### src/rtl/core/ute_pkg.sv
`default_nettype none
// -----------------------------------------------------------------------------
// ute_pkg
// Shared types and constants for the unordered table engine.
// -----------------------------------------------------------------------------
package ute_pkg;

	localparam int VAL_W   = 32;
	localparam int POS_W   = 5;
	localparam int IDX_W   = 4;
	localparam int CNT_W   = 5;
	localparam int CFG_W   = 5;
	localparam int APB_AW  = 2;
	localparam int APB_DW  = 32;
	localparam int IN_DW   = 40;
	localparam int OUT_DW  = 48;

	localparam logic [CFG_W-1:0]  CAP_RESET   = 5'd16;
	localparam logic [APB_AW-1:0] REG_CAP_ADR = 2'd0;

	typedef enum logic [1:0] {
		OP_INSERT = 2'd0,
		OP_SEARCH = 2'd1,
		OP_REMOVE = 2'd2,
		OP_LIST   = 2'd3
	} op_t;

endpackage
`default_nettype wire

### src/rtl/core/ute_ram.sv
`default_nettype none
// -----------------------------------------------------------------------------
// ute_ram
// Generic single write, single read RAM with a registered read port.
// -----------------------------------------------------------------------------
module ute_ram #(
	parameter int WIDTH = 32,
	parameter int DEPTH = 16,
	localparam int AW = (DEPTH > 1) ? $clog2(DEPTH) : 1
) (
	input  wire logic             clk,
	input  wire logic             we,
	input  wire logic [AW-1:0]    waddr,
	input  wire logic [WIDTH-1:0] wdata,
	input  wire logic [AW-1:0]    raddr,
	output logic      [WIDTH-1:0] rdata
);

	logic [WIDTH-1:0] mem_q [DEPTH];

	always_ff @(posedge clk) begin
		if (we) begin
			mem_q[waddr] <= wdata;
		end
		rdata <= mem_q[raddr];
	end

endmodule
`default_nettype wire

### src/rtl/core/unordered_table_engine_unit.sv
`default_nettype none
// -----------------------------------------------------------------------------
// unordered_table_engine_unit
// Unordered table of signed 32-bit values with insert, search, remove, list.
// -----------------------------------------------------------------------------
// The table sits in one RAM with a single write and a single registered read
// port, so every operation is a short walk through that port and one item is
// worked on at a time. Insert at the end writes the value as the item is taken;
// insert inside the table reads the occupant, moves it to the end, then writes
// the new value. Search inspects the entries in order up to the hit; remove
// adds a write-back of the last entry into the hit slot, as the read of the
// last entry overlaps the cycle that finds the hit.
// List gives one result per cycle while the output is taken. Each result is
// registered in the output register; the next item is taken as soon as the
// engine is back in idle, even if that result still waits.
// No clearing pass is needed after reset.
// -----------------------------------------------------------------------------
module unordered_table_engine_unit
	import ute_pkg::*;
#(
	parameter int DEPTH = 16
) (
	input  wire logic              clk,
	input  wire logic              arst_n,
	// slave side
	input  wire logic              s_tvalid,
	output logic                   s_tready,
	input  wire logic [IN_DW-1:0]  s_tdata,  // [31:0] value, [36:32] position, zero pad
	input  wire logic [1:0]        s_tuser,  // [1:0] operation
	// master side
	output logic                   m_tvalid,
	input  wire logic              m_tready,
	output logic [OUT_DW-1:0]      m_tdata,  // [3:0] index, [35:4] element, [40:36] count
	output logic                   m_tuser,  // [0] success
	output logic                   m_tlast,
	// configuration
	input  wire logic              psel,
	input  wire logic              penable,
	input  wire logic              pwrite,
	input  wire logic [APB_AW-1:0] paddr,
	input  wire logic [APB_DW-1:0] pwdata,
	output logic      [APB_DW-1:0] prdata,
	output logic                   pready
);

	localparam int AW = (DEPTH > 1) ? $clog2(DEPTH) : 1;
	localparam int CW = $clog2(DEPTH + 1);
	localparam int XW = (CW > CFG_W) ? CW : CFG_W;

	typedef enum logic [6:0] {
		ST_IDLE   = 7'b0000001,
		ST_SCAN   = 7'b0000010,
		ST_INS_MV = 7'b0000100,
		ST_INS_WR = 7'b0001000,
		ST_REM_WR = 7'b0010000,
		ST_LIST   = 7'b0100000,
		ST_EMIT   = 7'b1000000
	} state_t;

	state_t            state_q;
	op_t               op_q;
	logic [VAL_W-1:0]  val_q;
	logic [AW-1:0]     pos_q;
	logic [AW-1:0]     idx_q;
	logic [CW-1:0]     count_q;
	logic [CFG_W-1:0]  cap_q;
	logic              res_ok_q;
	logic [IDX_W-1:0]  res_idx_q;

	logic              m_valid_q;
	logic [OUT_DW-1:0] m_data_q;
	logic              m_user_q;
	logic              m_last_q;

	// ram port
	logic              ram_we;
	logic [AW-1:0]     ram_waddr;
	logic [VAL_W-1:0]  ram_wdata;
	logic [AW-1:0]     ram_raddr;
	logic [VAL_W-1:0]  ram_rdata;

	// decoded input item
	op_t               in_op;
	logic [VAL_W-1:0]  in_val;
	logic [XW-1:0]     in_pos_x;
	logic [AW-1:0]     in_pos;

	logic              s_fire;
	logic              out_load;
	logic              res_load;
	logic [XW-1:0]     count_x;
	logic [XW-1:0]     cap_x;
	logic [XW-1:0]     cap_eff;
	logic              ins_ok;
	logic              ins_append;
	logic              cnt_zero;
	logic              hit;
	logic              at_end;
	logic [IDX_W-1:0]  idx4;
	logic [XW-1:0]     idx_x;

	assign in_op    = op_t'(s_tuser);
	assign in_val   = s_tdata[VAL_W-1:0];
	assign in_pos_x = XW'(s_tdata[VAL_W +: POS_W]);
	assign in_pos   = in_pos_x[AW-1:0];

	assign s_tready = (state_q == ST_IDLE);
	assign s_fire   = s_tvalid && s_tready;
	assign out_load = !m_valid_q || m_tready;
	assign res_load = ((state_q == ST_LIST) || (state_q == ST_EMIT)) && out_load;

	assign count_x    = XW'(count_q);
	assign cap_x      = XW'(cap_q);
	assign cap_eff    = (cap_x < XW'(DEPTH)) ? cap_x : XW'(DEPTH);
	assign ins_ok     = (count_x < cap_eff) && (in_pos_x <= count_x);
	assign ins_append = (in_pos_x == count_x);
	assign cnt_zero   = (count_q == '0);
	assign hit        = (ram_rdata == val_q);
	assign idx_x      = XW'(idx_q);
	assign at_end     = ((idx_x + XW'(1)) == count_x);
	assign idx4       = idx_x[IDX_W-1:0];

	// RAM control
	always_comb begin
		ram_we    = 1'b0;
		ram_waddr = idx_q;
		ram_wdata = val_q;
		ram_raddr = idx_q;
		case (state_q)
			ST_IDLE: begin
				if (s_fire) begin
					if (in_op == OP_INSERT) begin
						if (ins_ok && ins_append) begin
							ram_we    = 1'b1;
							ram_waddr = AW'(count_q);
							ram_wdata = in_val;
						end
						ram_raddr = in_pos;
					end else begin
						ram_raddr = '0;
					end
				end
			end
			ST_SCAN: begin
				if (hit && op_q == OP_REMOVE) begin
					ram_raddr = AW'(count_q - CW'(1));
				end else begin
					ram_raddr = idx_q + AW'(1);
				end
			end
			ST_INS_MV: begin
				ram_we    = 1'b1;
				ram_waddr = AW'(count_q);
				ram_wdata = ram_rdata;
			end
			ST_INS_WR: begin
				ram_we    = 1'b1;
				ram_waddr = pos_q;
				ram_wdata = val_q;
			end
			ST_REM_WR: begin
				ram_we    = 1'b1;
				ram_waddr = idx_q;
				ram_wdata = ram_rdata;
			end
			ST_LIST: begin
				// hold the address while the output stalls so the read data stays put
				if (out_load && !at_end) begin
					ram_raddr = idx_q + AW'(1);
				end
			end
			default: begin
				ram_we = 1'b0;
			end
		endcase
	end

	ute_ram #(
		.WIDTH (VAL_W),
		.DEPTH (DEPTH)
	) u_table (
		.clk   (clk),
		.we    (ram_we),
		.waddr (ram_waddr),
		.wdata (ram_wdata),
		.raddr (ram_raddr),
		.rdata (ram_rdata)
	);

	// sequencer
	always_ff @(posedge clk or negedge arst_n) begin
		if (!arst_n) begin
			state_q   <= ST_IDLE;
			count_q   <= '0;
			m_valid_q <= 1'b0;
		end else begin
			if (res_load) begin
				m_valid_q <= 1'b1;
			end else if (m_tready) begin
				m_valid_q <= 1'b0;
			end
			case (state_q)
				ST_IDLE: begin
					if (s_fire) begin
						case (in_op)
							OP_INSERT: begin
								if (!ins_ok) begin
									state_q <= ST_EMIT;
								end else if (ins_append) begin
									count_q <= count_q + CW'(1);
									state_q <= ST_EMIT;
								end else begin
									state_q <= ST_INS_MV;
								end
							end
							OP_SEARCH, OP_REMOVE: begin
								state_q <= cnt_zero ? ST_EMIT : ST_SCAN;
							end
							OP_LIST: begin
								state_q <= cnt_zero ? ST_EMIT : ST_LIST;
							end
							default: begin
								state_q <= ST_IDLE;
							end
						endcase
					end
				end
				ST_SCAN: begin
					if (hit) begin
						state_q <= (op_q == OP_REMOVE) ? ST_REM_WR : ST_EMIT;
					end else if (at_end) begin
						state_q <= ST_EMIT;
					end
				end
				ST_INS_MV: begin
					state_q <= ST_INS_WR;
				end
				ST_INS_WR: begin
					count_q <= count_q + CW'(1);
					state_q <= ST_EMIT;
				end
				ST_REM_WR: begin
					count_q <= count_q - CW'(1);
					state_q <= ST_EMIT;
				end
				ST_LIST: begin
					if (out_load && at_end) begin
						state_q <= ST_IDLE;
					end
				end
				ST_EMIT: begin
					if (out_load) begin
						state_q <= ST_IDLE;
					end
				end
				default: begin
					state_q <= ST_IDLE;
				end
			endcase
		end
	end

	// item fields and result payload
	always_ff @(posedge clk) begin
		case (state_q)
			ST_IDLE: begin
				if (s_fire) begin
					op_q      <= in_op;
					val_q     <= in_val;
					pos_q     <= in_pos;
					idx_q     <= '0;
					res_ok_q  <= (in_op == OP_INSERT) && ins_ok;
					res_idx_q <= '0;
				end
			end
			ST_SCAN: begin
				if (hit) begin
					res_ok_q  <= 1'b1;
					res_idx_q <= idx4;
				end else if (!at_end) begin
					idx_q <= idx_q + AW'(1);
				end
			end
			ST_LIST: begin
				if (out_load) begin
					m_user_q <= 1'b1;
					m_last_q <= at_end;
					m_data_q <= OUT_DW'({count_x[CNT_W-1:0], ram_rdata, idx4});
					idx_q    <= idx_q + AW'(1);
				end
			end
			ST_EMIT: begin
				if (out_load) begin
					m_user_q <= res_ok_q;
					m_last_q <= 1'b1;
					m_data_q <= OUT_DW'({count_x[CNT_W-1:0], {VAL_W{1'b0}}, res_idx_q});
				end
			end
			default: begin
				res_ok_q <= res_ok_q;
			end
		endcase
	end

	assign m_tvalid = m_valid_q;
	assign m_tdata  = m_data_q;
	assign m_tuser  = m_user_q;
	assign m_tlast  = m_last_q;

	// configuration port
	always_ff @(posedge clk or negedge arst_n) begin
		if (!arst_n) begin
			cap_q <= CAP_RESET;
		end else if (psel && penable && pwrite && pready && paddr == REG_CAP_ADR) begin
			cap_q <= pwdata[CFG_W-1:0];
		end
	end

	assign pready = 1'b1;
	assign prdata = (paddr == REG_CAP_ADR) ? APB_DW'(cap_q) : '0;

`ifndef SYNTHESIS
	a_count_bound: assert property (@(posedge clk) disable iff (!arst_n)
		count_x <= XW'(DEPTH))
		else $error("element count beyond storage depth");

	a_count_step: assert property (@(posedge clk) disable iff (!arst_n)
		count_q != $past(count_q) |->
			(count_q == $past(count_q) + CW'(1)) || (count_q == $past(count_q) - CW'(1)))
		else $error("element count moved by more than one");

	a_walk_in_range: assert property (@(posedge clk) disable iff (!arst_n)
		(state_q == ST_SCAN || state_q == ST_LIST) |-> idx_x < count_x)
		else $error("table walk beyond the element count");

	a_write_idle: assert property (@(posedge clk) disable iff (!arst_n)
		(state_q == ST_LIST || state_q == ST_EMIT || state_q == ST_SCAN) |-> !ram_we)
		else $error("table written outside an update step");
`endif

endmodule
`default_nettype wire
### config.mk
export PLATFORM = sky130hd
export DESIGN_NAME = unordered_table_engine_unit
export DESIGN_NICKNAME = d
export VERILOG_FILES = /design/src/rtl/core/ute_pkg.sv /design/src/rtl/core/ute_ram.sv /design/src/rtl/core/unordered_table_engine_unit.sv
export SDC_FILE = /design/constraint.sdc
export NUM_CORES = 1
export LEC_CHECK = 0
export BUFFER_PORTS_ARGS = -buffer_cell sky130_fd_sc_hd__buf_4
export CORE_MARGIN = 4
export CORE_UTILIZATION = 30
export CTS_CLUSTER_SIZE = 10
export DETAILED_ROUTE_END_ITERATION = 10
export HOLD_SLACK_MARGIN = 0.12
export PLACE_DENSITY_LB_ADDON = 0.15
export SLEW_MARGIN = 0
export SYNTH_ARGS = -nofsm -noshare
export SYNTH_HDL_FRONTEND = slang
export SYNTH_SLANG_ARGS = --single-unit
### constraint.sdc
create_clock -name clk -period 9.9 [get_ports clk]
set_input_delay 2.97 -clock clk [delete_from_list [all_inputs] [get_ports clk]]
set_output_delay 2.97 -clock clk [all_outputs]
set_load 0.01 [all_outputs]
After elaboration in Yosys (flattened, before gate mapping)
Memories as Yosys holds them, arrays and structs flattened. A register that Yosys moved wholly into a read port is not among the register bits.
Index checks and enable logic that the tools add are counted.
- flip-flop bits (word level): 115
- RAM bits: 512
- input port bits: 83
- output and inout port bits: 85
- word-level logic and storage cells: 137
- memories: 1
- add/sub/neg operators: 4
- magnitude comparators: 3
- equal/unequal tests: 25
- multiplexer cells: 58
- reductions and logical operators: 33
- memory list (name ; words ; width ; rd ports ; clocked after Yosys merged registers in ; write ports ; line ; source):
    u_table.mem_q ; 16 ; 32 ; 1 ; 1 ; 1 ; ute_ram.sv:19 ; logic [WIDTH-1:0] mem_q [DEPTH];
- operator list (kind ; number):
    2-to-1 mux 32 bit ; 3
    2-to-1 mux 48 bit ; 2
    case mux 48 bit (2 select lines) ; 1
    2-to-1 mux 7 bit ; 10
    case mux 32 bit (2 select lines) ; 1
    2-to-1 mux 4 bit ; 12
    case mux 7 bit (6 select lines) ; 1
    case mux 4 bit (3 select lines) ; 3
    == test 32 bit ; 1
    2-to-1 mux 5 bit ; 6
    case mux 7 bit (3 select lines) ; 1
    case mux 5 bit (3 select lines) ; 1
    2-to-1 mux 1 bit ; 12
    logical AND 1 bit ; 11
    == test 5 bit ; 2
    != test 2 x 1 -> 1 bit, second input constant ; 5
    != test 2 bit, second input constant ; 5
    AND reduction 5 bit ; 2
    case mux 1 bit (2 select lines) ; 4
    case mux 4 bit (2 select lines) ; 1
    == test 7 x 1 -> 1 bit, second input constant ; 1
    == test 7 x 2 -> 1 bit, second input constant ; 1
    == test 7 x 3 -> 1 bit, second input constant ; 1
    == test 7 x 4 -> 1 bit, second input constant ; 1
    other kinds (24) ; 35

Longest topological paths before layout
Gate-level depths: netlist of the first run.
- depth in word-level cells: 11
- mapped depth: 12
- gate-level depth less buffers: 11

Hierarchy
Synthesis of the first run repeated with hierarchy kept, for this count alone.
- cells, all modules: 1387
- area, all modules: 25783.5 µm²
- by module, submodules not included (module ; times used ; cells each ; area each (µm²) ; sequential area each (µm²)):
    ute_ram ; 1 ; 838 ; 19835.3 ; 16015.4
    unordered_table_engine_unit ; 1 ; 549 ; 5948.2 ; 3155.5

Worst setup path after synthesis of the first run
No wires, ideal clock.
- path type: input to register
- start: input s_tdata[35]
- end: memory u_table.mem_q[0][0] (enable)
- setup time: 421 ps
- data arrival time: 6066 ps
- data required time: 9479 ps
- setup slack: 3413 ps
- stages: 9
- buffers on the path: 1
- path through: ha_1 nand3_1 nor2_1 o2111a_1 clkbuf_1 nor3_1 a222oi_1 nand2_1 nor2_1
- word-level cells in the longest chain between the ends: 9
- elaborated cells on any way between the ends: 14
- classes of those cells: order compare: 1; eq/ne: 1; mux: 10; reduce/logical: 2
- RTL lines (what ; line ; source):
    from (decl) ; unordered_table_engine_unit.sv:28 ; input wire logic [IN_DW-1:0] s_tdata,
    less-or-equal comparator 5 bit ; unordered_table_engine_unit.sv:115 ; assign ins_ok = (count_x < cap_eff) && (in_pos_x <= count_x);
    logical AND 1 bit ; unordered_table_engine_unit.sv:115 ;
    logical AND 1 bit * ; unordered_table_engine_unit.sv:133 ; if (ins_ok && ins_append) begin
    2-to-1 mux 1 bit ; unordered_table_engine_unit.sv:133 ;
    2-to-1 mux 1 bit ; unordered_table_engine_unit.sv:132 ; if (in_op == OP_INSERT) begin
    2-to-1 mux 1 bit ; unordered_table_engine_unit.sv:131 ; if (s_fire) begin
    case mux 1 bit (2 select lines) ; unordered_table_engine_unit.sv:129 ; case (state_q)
    2-to-1 mux 1 bit ; ute_ram.sv:22 ; if (we) begin
    2-to-1 mux 1 bit (implied by the code) ; ute_ram.sv:23 ; mem_q[waddr] <= wdata;
    to (decl) ; ute_ram.sv:19 ;
Mark *: on every way between the ends. The rest lies on a longest branch, timed or not.

Worst setup path after layout of the first run
- start: input s_tdata[34]
- end: memory u_table.mem_q[13][20] (enable)
Same word-level chain as after synthesis.

==> out/qor.yml, run 1 <==
cp.required_ps: 10200
finClkSkew_ps: 18.0
wl_per_cell_um: 25.5
hold_path_class: "reg2reg"
die-area_mm2: 0.0915
clk_pin_slew_ps: 60
place_inst: 2763
finalSetupViolCount: 0
syn2layout_area_growth_pct: 17.2
numCtsBuffers: 78
synth_ff_type: "edfxtp_1"
synth_top_family_by_area: "multiplexers"
antenna_found_initial: 1
whs_ps: 506
cp_data_arrival_time_ps: 7110
stdcell_area_mm2: 0.0305
vias: 14307
globalRouteOverflowTotal: 0
portBuffers: 102
peakVddDrop_v: 0.000259
initial_core_util: 0.304
synth_compound_gate_area_share: 0.0579
holdCritStartpoint: "res_idx_q[2]"
yosys.cell_types.count: 65
rsz0062_at_grt: "no"
synth_area_per_cell_um2: 16.7
leakagePower_nw: 11.1
core_area_mm2: 0.0857
synth-edff-count: 602
synth_fa_ha_area_frac: 0.00769
async_reset_ff_frac: 0.0276
ant_nets: 0
postCtsHoldBufs: 0
cts_tree: "built"
layout_min_cycle_time_ps: 6810
worstSetupPathType: "in2reg"
hpwl_mm: 40.7
ys_seq_area_frac: 0.737
outcome: "finished clean"
firstDrtPassIters: 7
netlist_instances: 1560
synth_area_mm2: 0.0260
die_x_um: 303
ios: 168
critPathLaunchType: "input port"
post_cts_resized: 0
fmax_ghz: 0.147
p_clk_frac: 0.272
synthSimpleGateAreaFrac: 0.0473
slew_violations: 0
insertion_delay_ps: 630
htree_levels: 3
drive_gt1_frac: 0.162
min_to: "m_tdata[2]"
clk_path_buf_depth: 3
post-route-util: 0.356
pre_cts_ws_ps: 2470
synthXorXnorAreaFrac: 0.0153
final_cells: 2901
post_dp_cell_area_mm2: 0.0281
setup_slack_ps: 3090
grt_pass1_wl_mm: 104
sw_frac_of_total: 0.347
cts_sinks: 652
timing.rr.start: "val_q[1]"
n_fill_cell: 8140
powerDensity_mw_per_mm2: 321
antenna_cells: 0
worstReg2RegEnd: "u_table.rdata[22]"
regToRegSetupSlack_ps: 4390
power_frac_seq: 0.392
total_power_mw: 9.78
nets: 1798
r2r_cells: 10
place.gp.congestion: 0.802
tns_ps: 0
power.internal_mw: 6.39
muxShareOfSynthArea: 0.102
worst_pin_slew_ps: 1190
combPwrFrac: 0.336
postCtsSetupRepairBufs: 0
ys_seq_elements: 652
p_switching_mw: 3.39
crit_start: "s_tdata[34]"
endpoint_kind: "flop"
drc: 0
fin_crit_sh: 0.688
viasPerCell: 4.93
grt_max_degree: 97
rows: 107
drt-total-wl_mm: 74.1
die_h_um: 303
hold_viol: 0
holdPathStages: 2
yosys_warnings: 0
grt.total_usage: 0.160
drt-initial-drc-count: 1280
cts-root-buf: "clkbuf_16"
drv_cap: 0
slew_headroom: 0.196
grt_pass1_vias: 14422
cp_max_fo: 37
## placed cells by master (no fill, tap or decap), types with 34 or more instances in the layout
cell type	netlist	routed
xnor2_1	41	41
o22ai_1	129	129
clkbuf_1	20	43
edfxtp_1	602	602
inv_1	50	50
conb_1	2	35
nor2b_1	37	37
a222oi_1	37	37
mux2i_1	259	259
or4_1	34	34
buf_4	40	137
clkbuf_16	0	80
## routing by layer
layer / vias to the layer above / routed length, um / GRT usage
met5: - / 0 / 0
met4: 0 / 1600 / 0.0420
met3: 117 / 4920 / 0.0288
met2: 514 / 34100 / 0.254
met1: 7294 / 33500 / 0.226
li1: 6382 / - / -
## worst max-delay path by stage
stage | endpoint | cells past startpoint
2_1_floorplan | u_table.mem_q[0][0] | 9
3_3_place_gp | u_table.mem_q[10][21] | 11
3_5_place_dp | u_table.mem_q[5][15] | 11
4_1_cts | u_table.mem_q[5][11] | 11
5_1_grt | u_table.mem_q[6][16] | 11
6_report | u_table.mem_q[13][20] | 11
## power by group through the flow
| stage | Sequential (mW) | Combinational [mW] | Clock (mW) |
|---|---|---|---|
| after floorplan | 3.82 | 2.23 | 0 |
| after global placement | 3.89 | 3.28 | 0 |
| after detailed placement | 3.89 | 3.31 | 0 |
| after CTS | 3.84 | 3.33 | 2.73 |
| after global routing | 3.86 | 3.55 | 2.85 |
| final | 3.84 | 3.28 | 2.66 |
## area by class of cell
class | count | area, um^2 | share of cell area
clock buffers | 129 | 2250 | 0.0736
clock inverters | 9 | 116 | 0.00381
inverters | 51 | 191 | 0.00627
multi-input cells | 778 | 6300 | 0.207
flip-flops and latches | 652 | 19200 | 0.628
well taps | 1144 | 1430 | 0.0469
repair buffers | 138 | 1050 | 0.0344
## cells in the mapped netlist, types with 32 or more instances
master | instances | area [um^2]
nor2_1 | 35 | 131
o22ai_1 | 129 | 807
edfxtp_1 | 602 | 18100
mux2i_1 | 259 | 2590
xnor2_1 | 41 | 359
inv_1 | 50 | 188
dfxtp_1 | 32 | 641
or4_1 | 34 | 255
a222oi_1 | 37 | 370
buf_4 | 40 | 300
buf_2 | 43 | 215
nor2b_1 | 37 | 231
## flip-flops by register name, indices dropped and copies added (netlist names), 4 cells and up
name and flops:
u_table.mem_q 512, cap_q 5, val_q 32, m_tdata 41
pos_q 4, count_q 5, idx4 4, state_q 7
u_table.rdata 32, res_idx_q 4
## worst max-delay path, stage by stage
cell	delay, ps
buf_4	140
ha_1	310
nand2_1	50
nor2_1	190
o2111a_2	230
buf_4	570
nor3_1	250
a222oi_1	600
nand2b_1	390
nor2_4	940
buf_4	430
## cells by family (layout without fill, tap and decap cells)
kind of cell / count (synthesis) / count (layout)
AOI/OAI and AO/OA: 211 / 211
xor gates and xnor gates: 44 / 44
adders and majority gates: 16 / 16
buffers and inverters: 163 / 327
DFF: 652 / 652
muxes: 264 / 264
other: 2 / 35
and+or+nand+nor: 208 / 208
Power figures use the tool's default switching activity.
==> run 2: changes to the inputs <==
--- a/config.mk
+++ b/config.mk
@@ -5,6 +5,7 @@
 export SDC_FILE = /design/constraint.sdc
 export NUM_CORES = 1
 export LEC_CHECK = 0
+export ABC_AREA = 1
 export BUFFER_PORTS_ARGS = -buffer_cell sky130_fd_sc_hd__buf_4
 export CORE_MARGIN = 4
 export CORE_UTILIZATION = 30
==> constraint.sdc (replaced) <==
create_clock -name clk -period 6.9 [get_ports clk]
set_input_delay 2.07 -clock clk [delete_from_list [all_inputs] [get_ports clk]]
set_output_delay 2.07 -clock clk [all_outputs]
set_load 0.01 [all_outputs]
==> run 2 against run 1 <==
Synthesized area up 18%. Synthesized cell count up 98%. Core utilization down 0.55 points. Global-route usage up 0.82 points.
==> out/qor.yml, run 2 <==
worstReg2RegEnd: "u_table.mem_q[15][29]"  # was u_table.rdata[22]
largest_reg_flops: 512  # unchanged
ys_seq_elements: 652  # unchanged
leakagePower_nw: 14.8  # was 11.1 nW
synth_area_per_cell_um2: 9.89  # was 16.7 um^2
grt_pass1_wl_mm: 136  # was 104 mm
syn2layout_area_growth_pct: 15.3  # was 17.2%
synthSimpleGateAreaFrac: 0.220  # was 0.0473
post_cts_resized: 0  # unchanged
cp.required_ps: 4830  # was 10200 ps
yosys.cell_types.count: 48  # was 65
peakVddDrop_v: 0.000350  # was 0.000259 V
pre_cts_ws_ps: 1460  # was 2470 ps
worst_pin_slew_ps: 1140  # was 1190 ps
cts_tree: "built"  # unchanged
synth_fa_ha_area_frac: 0.00654  # was 0.00769
grt_pass1_vias: 20528  # was 14422
slew_violations: 0  # unchanged
synth.most_common_cell: "inv_1"  # was edfxtp_1
cp_max_fo: 28  # was 37
regToRegSetupSlack_ps: 2690  # was 4390 ps
insertion_delay_ps: 630  # about the same
multi_input_area_mm2: 0.00828  # was 0.00630 mm^2
hpwl_mm: 51.2  # was 40.7 mm
clk_pin_slew_ps: 50  # was 60 ps
rows: 116  # was 107
regMostFlops: "u_table.mem_q"  # unchanged
final_common_cell: "inv_1"  # was edfxtp_1
synth_top_family_by_area: "simple AND/OR/NAND/NOR gates"  # was multiplexers
n_fill_cell: 10233  # was 8140
grt_max_degree: 161  # was 97
critPathLaunchType: "flop"  # was input port
portBuffers: 102  # unchanged
postCtsHoldBufs: 0  # unchanged
stdcell_area_mm2: 0.0353  # was 0.0305 mm^2
drc: 0  # unchanged
hold_viol: 0  # unchanged
whs_ps: 528  # was 506 ps
antenna_found_initial: 1  # unchanged
nets: 3254  # was 1798
ys_top_cells_by_area: "edfxtp_1 (59%), inv_1 (8.0%), nand3_1 (7.7%), nand2_1 (6.5%), nand4_1 (5.4%)"  # was edfxtp_1 (69%), mux2i_1 (10%), o22ai_1 (3.1%), dfxtp_1 (2.5%), dfrtp_1 (1.5%)
cts-root-buf: "clkbuf_16"  # unchanged
yosysTopAreaCell: "edfxtp_1"  # unchanged
drt-initial-drc-count: 1561  # was 1280
grt.total_usage: 0.168  # was 0.160
synth_ff_type: "edfxtp_1"  # unchanged
layout_min_cycle_time_ps: 4790
synth_area_mm2: 0.0306  # was 0.0260 mm^2
die_x_um: 327  # was 303 um
ys_seq_area_frac: 0.626  # was 0.737
firstDrtPassIters: 5  # was 7
cts_sinks: 652  # unchanged
htree_levels: 3  # unchanged
fmax_ghz: 0.209
ios: 168  # unchanged
synth-edff-count: 602  # unchanged
outcome: "finished clean"  # unchanged
clk_path_buf_depth: 3  # unchanged
hold_path_class: "reg2reg"  # unchanged
fin_crit_sh: 0.694
holdCritStartpoint: "res_ok_q"  # was res_idx_q[2]
seq_area_mm2: 0.0192  # unchanged
timing.rr.start: "count_q[3]"  # was val_q[1]
cp_data_arrival_time_ps: 2720  # was 7110 ps
worstSetupPathType: "reg2out"  # was in2reg
drt-total-wl_mm: 92.1  # was 74.1 mm
numCtsBuffers: 76  # was 78
vias: 21673  # was 14307
slew_headroom: 0.237  # was 0.196
die_h_um: 327  # was 303 um
core_area_mm2: 0.101  # was 0.0857 mm^2
muxShareOfSynthArea: 0  # was 0.102
synthXorXnorAreaFrac: 0.00286  # was 0.0153
yosys_warnings: 0  # unchanged
place.gp.congestion: 0.819  # was 0.802
rsz0062_at_grt: "no"  # unchanged
post_dp_cell_area_mm2: 0.0330  # was 0.0281 mm^2
endpoint_kind: "primary output"  # was flop
drive_gt1_frac: 0.0999  # was 0.162
crit_start: "state_q[4]"  # was s_tdata[34]
synth_compound_gate_area_share: 0.0269  # was 0.0579
die-area_mm2: 0.107  # was 0.0915 mm^2
netlist_instances: 3095  # was 1560
globalRouteOverflowTotal: 0  # unchanged
viasPerCell: 4.74  # was 4.93
postCtsSetupRepairBufs: 0  # unchanged
final_cell_mix: "inv_1 (650), edfxtp_1 (602), nand2_1 (526)"  # was edfxtp_1 (602), mux2i_1 (259), buf_4 (137)
finalSetupViolCount: 0  # unchanged
ant_nets: 0  # unchanged
initial_core_util: 0.304  # about the same
drv_cap: 0  # unchanged
tns_ps: 0  # unchanged
r2r_cells: 15  # was 10
synthTopCellsByCount: "inv_1 (651), edfxtp_1 (602), nand2_1 (528)"  # was edfxtp_1 (602), mux2i_1 (259), o22ai_1 (129)
powerDensity_mw_per_mm2: 479  # was 321 mW/mm^2
yosysTopAreaCellShare: 0.590  # was 0.695
crit_path_end: "s_tready"  # was u_table.mem_q[13][20]
wl_per_cell_um: 20.2  # was 25.5 um
setup_slack_ps: 2110  # was 3090 ps
finClkSkew_ps: 25.0  # was 18.0 ps
async_reset_ff_frac: 0.0276  # unchanged
antenna_cells: 0  # unchanged
==> run 2: cell types whose count changed after synthesis, sizes merged, moves of 37 or more <==
cell    delta
nor2     +100
o22ai    -129
nand3    +462
mux2i    -259
buf       +83
inv      +607
nand4    +257
nor2b     -37
nand2    +504
a222oi    -37
==> run 2: how the worst min path moves through the flow <==
stage	slack, ps	endpoint	cells past startpoint
final	530	m_tuser	1
after global routing	570	m_tuser	1
after CTS	530	m_tuser	1
after detailed placement	520	m_tuser	1
after global placement	510	m_tuser	1
after floorplan	450	m_tdata[38]	0
==> run 2: layout make-up <==
type | count | area share
sequential | 652 | 0.543
timing repair buffer | 166 | 0.0402
tap | 1357 | 0.0481
clock buffer | 132 | 0.0627
multi-input combinational | 1600 | 0.235
clock inverter | 4 | 0.00131
inverter | 659 | 0.0703
==> run 2: stage by stage <==
step / total power, mW / instances / utilization
2_1_floorplan: 10.4 / 3128 / -
3_5_place_dp: 13.3 / 4434 / 0.328
4_1_cts: 17.1 / 4570 / 0.351
5_1_grt: 18.0 / 4570 / 0.351
6_report: 16.9 / 4570 / 0.351
3_3_place_gp: 13.3 / 4434 / 0.328
==> run 2: layer usage <==
metal | track usage | wire, um
met5 | 0 | 0
met4 | 0.0466 | 1960
met3 | 0.0215 | 4420
met2 | 0.274 | 43100
met1 | 0.235 | 42600
==> run 2: worst max-delay path, stage by stage, from the launching register on <==
cell and delay (ps):
dfrtp_1 430, nor2_1 120, nand2_1 110, inv_2 120
nand4_4 200, inv_1 430, buf_4 450, buf_4 200
==> run 2: power breakdown <==
group	internal (mW)	switching, mW	leakage [nW]
combinational	2.05	5.41	7.79
clock	2.17	1.59	1.08
sequential	5.45	0.251	5.94
total	9.67	7.25	14.8
==> run 2: logic make-up after synthesis <==
group	after synthesis
AND/OR/NAND/NOR	1421
other	2
XOR/XNOR	10
adder cells (fa/ha/maj)	16
flip-flops	652
AO/OA/AOI/OAI	118
buffers and inverters	876
==> run 3: changes to the inputs <==
==> constraint.sdc (replaced) <==
create_clock -name clk -period 4.02 [get_ports clk]
set_input_delay 1.206 -clock clk [delete_from_list [all_inputs] [get_ports clk]]
set_output_delay 1.206 -clock clk [all_outputs]
set_load 0.01 [all_outputs]
==> run 3 against run 2 <==
Routed wire length rose by 0.54%. Clock skew rose by 15 ps. Core utilization is 1.0 points higher. Count of clock-buffer cells in the layout shrank 8. Global-route usage up 0.27 points. Final cell count rose by 2.0%. Clock power rose by 74%. Power rose by 76%. Via count up 1.3%. Sequential cell count unchanged. First-iteration DRC count rose by 12%. Final area is 3.0% higher.
==> out/qor.yml, run 3 (synthesized netlist as in run 2, its figures left out) <==
outcome: "finished clean"  # unchanged
cp_num_buf_inv: 7  # was 4
peakVddDrop_v: 0.000911  # was 0.000350 V
final_cell_mix: "inv_1 (650), edfxtp_1 (602), nand2_1 (526)"  # unchanged
timing.rr.start: "cap_q[4]"  # was count_q[3]
pre_cts_ws_ps: 41.2  # was 1460 ps
r2r_cells: 19  # was 15
htree_levels: 3  # unchanged
post-route-util: 0.361  # was 0.351
die_h_um: 327  # unchanged
clk_pin_slew_ps: 50  # about the same
syn2layout_area_growth_pct: 18.7  # was 15.3%
stdcell_area_mm2: 0.0364  # was 0.0353 mm^2
cts_tree: "built"  # unchanged
sw_frac_of_total: 0.425  # was 0.428
drc: 0  # unchanged
grt_pass1_vias: 21159  # was 20528
vias: 21952  # was 21673
drive_gt1_frac: 0.120  # was 0.0999
core_area_mm2: 0.101  # unchanged
place.gp.congestion: 0.814  # was 0.819
numCtsBuffers: 78  # was 76
viasPerCell: 4.71  # was 4.74
power_frac_seq: 0.324  # was 0.337
ios: 168  # unchanged
finalSetupViolCount: 0  # unchanged
max_stage_delay_ps: 510  # was 450 ps
portBuffers: 102  # unchanged
cpMostUsedCell: "buf_4"  # unchanged
grt_max_degree: 137  # was 161
drt-initial-drc-count: 1755  # was 1561
post_dp_cell_area_mm2: 0.0340  # was 0.0330 mm^2
firstDrtPassIters: 5  # unchanged
ant_nets: 0  # unchanged
hold_viol: 0  # unchanged
drt-total-wl_mm: 92.6  # was 92.1 mm
wl_per_cell_um: 19.9  # was 20.2 um
final_cells: 4663  # was 4570
p_switching_mw: 12.7  # was 7.25 mW
initial_core_util: 0.304  # unchanged
n_fill_cell: 10134  # was 10233
hpwl_mm: 56.1  # was 51.2 mm
combPwrFrac: 0.456  # was 0.441
path_delay_family: "buffers and inverters"  # unchanged
p_clk_frac: 0.219  # was 0.222
finClkSkew_ps: 39.8  # was 25.0 ps
worstSetupPathType: "reg2reg"  # was reg2out
cts_sinks: 652  # unchanged
grt.total_usage: 0.171  # was 0.168
postCtsHoldBufs: 0  # unchanged
cp_max_fo: 8  # was 28
insertion_delay_ps: 650  # was 630 ps
regToRegSetupSlack_ps: 450  # was 2690 ps
fmax_ghz: 0.280
fin_crit_sh: 0.887
post_cts_resized: 0  # unchanged
final_common_cell: "inv_1"  # unchanged
total_power_mw: 29.8  # was 16.9 mW
powerDensity_mw_per_mm2: 820  # was 479 mW/mm^2
clk_path_buf_depth: 3  # unchanged
slew_headroom: 0.344  # was 0.237
critPathLaunchType: "flop"  # unchanged
nets: 3348  # was 3254
worstReg2RegEnd: "u_table.mem_q[12][28]"  # was u_table.mem_q[15][29]
layout_min_cycle_time_ps: 3570
leakagePower_nw: 15.4  # was 14.8 nW
die-area_mm2: 0.107  # unchanged
rsz0062_at_grt: "no"  # unchanged
slew_violations: 0  # unchanged
hold_path_class: "in2async"  # was reg2reg
worst_pin_slew_ps: 983  # was 1140 ps
globalRouteOverflowTotal: 0  # unchanged
grt_pass1_wl_mm: 139  # was 136 mm
largest_reg_flops: 512  # unchanged
cp_slowest_cell: "dfstp_2"  # was buf_4
power.internal_mw: 17.2  # was 9.67 mW
die_x_um: 327  # unchanged
endpoint_kind: "flop"  # was primary output
cp.required_ps: 4330  # was 4830 ps
cts-root-buf: "clkbuf_16"  # unchanged
place_inst: 4526  # was 4434
rows: 116  # unchanged
cp_data_arrival_time_ps: 3870  # was 2720 ps
regMostFlops: "u_table.mem_q"  # unchanged
antenna_found_initial: 4  # was 1
postCtsSetupRepairBufs: 0  # unchanged
setup_slack_ps: 455  # was 2110 ps
worstPathCellList: "inv_1 -> nand2_1 -> ha_1 -> a21oi_1 -> o21a_1 -> and2_1 -> inv_1 -> nor2_1 -> nand2_2 -> buf_4 -> o21ai_0 -> o2111ai_1 -> o21ai_0 -> buf_4 -> buf_4 -> nand2_1 -> buf_4 -> nor2_4 -> buf_4"  # was nor2_1 -> nand2_1 -> inv_2 -> nand4_4 -> inv_1 -> buf_4 -> buf_4
drv_cap: 0  # unchanged
## run 3: cell count changes in the layout (fill, tap and decap cells not counted), sizes merged
cell,delta
buf,+92
diode,+1
clkbuf,-8
clkinv,+9
inv,-1
## run 3: per-stage QoR
stage	hold WS (ps)	setup TNS, ps
after floorplan	452	-114040
after global placement	508	0
after detailed placement	514	0
after CTS	388	0
after global routing	421	0
final	435	0
## run 3: worst register-to-register path, stage by stage, from the launching register on
cell and delay, ps:
dfstp_2 510, inv_1 100, nand2_1 90, ha_1 240, a21oi_1 150, o21a_1 120
and2_1 140, inv_1 80, nor2_1 180, nand2_2 130, buf_4 180, o21ai_0 140
o2111ai_1 110, o21ai_0 120, buf_4 180, buf_4 110, nand2_1 50, buf_4 190
nor2_4 150, buf_4 250
## run 3: metal layers
layer  vias up  routed length [um]  global-route usage
li1      10658                   -                   -
met5         -                   0                   0
met4         0                2040              0.0479
met1     10582               43000               0.240
met3       113                4990              0.0240
met2       599               42600               0.275
## run 3: layout make-up
cell class                      instances  area, um^2  share of cell area
Clock buffer                          124        2160              0.0595
Timing Repair Buffer                  258        2520              0.0694
Inverter                              659        2480              0.0682
Antenna cell                            1        2.50           0.0000688
Clock inverter                         12         161             0.00444
Multi-Input combinational cell       1600        8160               0.224
Tap cell                             1357        1700              0.0467
Sequential cell                       652       19200               0.527
## run 3: worst max path at each step
stage	from	to	slack [ps]	cells past startpoint
finish	cap_q[4]	u_table.mem_q[12][28]	450	19
global placement	s_tdata[34]	u_table.mem_q[6][23]	70	17
floorplan	s_tvalid	u_table.mem_q[13][0]	-240	12
CTS	cap_q[4]	u_table.mem_q[6][28]	400	19
detailed placement	s_tdata[34]	u_table.mem_q[12][26]	40	17
global route	cap_q[4]	u_table.mem_q[6][28]	210	18
## run 3: power groups by stage
| stage | clock [mW] | sequential [mW] | combinational, mW |
|---|---|---|---|
| final | 6.54 | 9.67 | 13.6 |
| after global routing | 7.01 | 9.72 | 15.0 |
| after CTS | 6.73 | 9.67 | 13.7 |
| after detailed placement | 0 | 9.80 | 13.7 |
| after global placement | 0 | 9.80 | 13.7 |
| after floorplan | 0 | 9.74 | 8.14 |
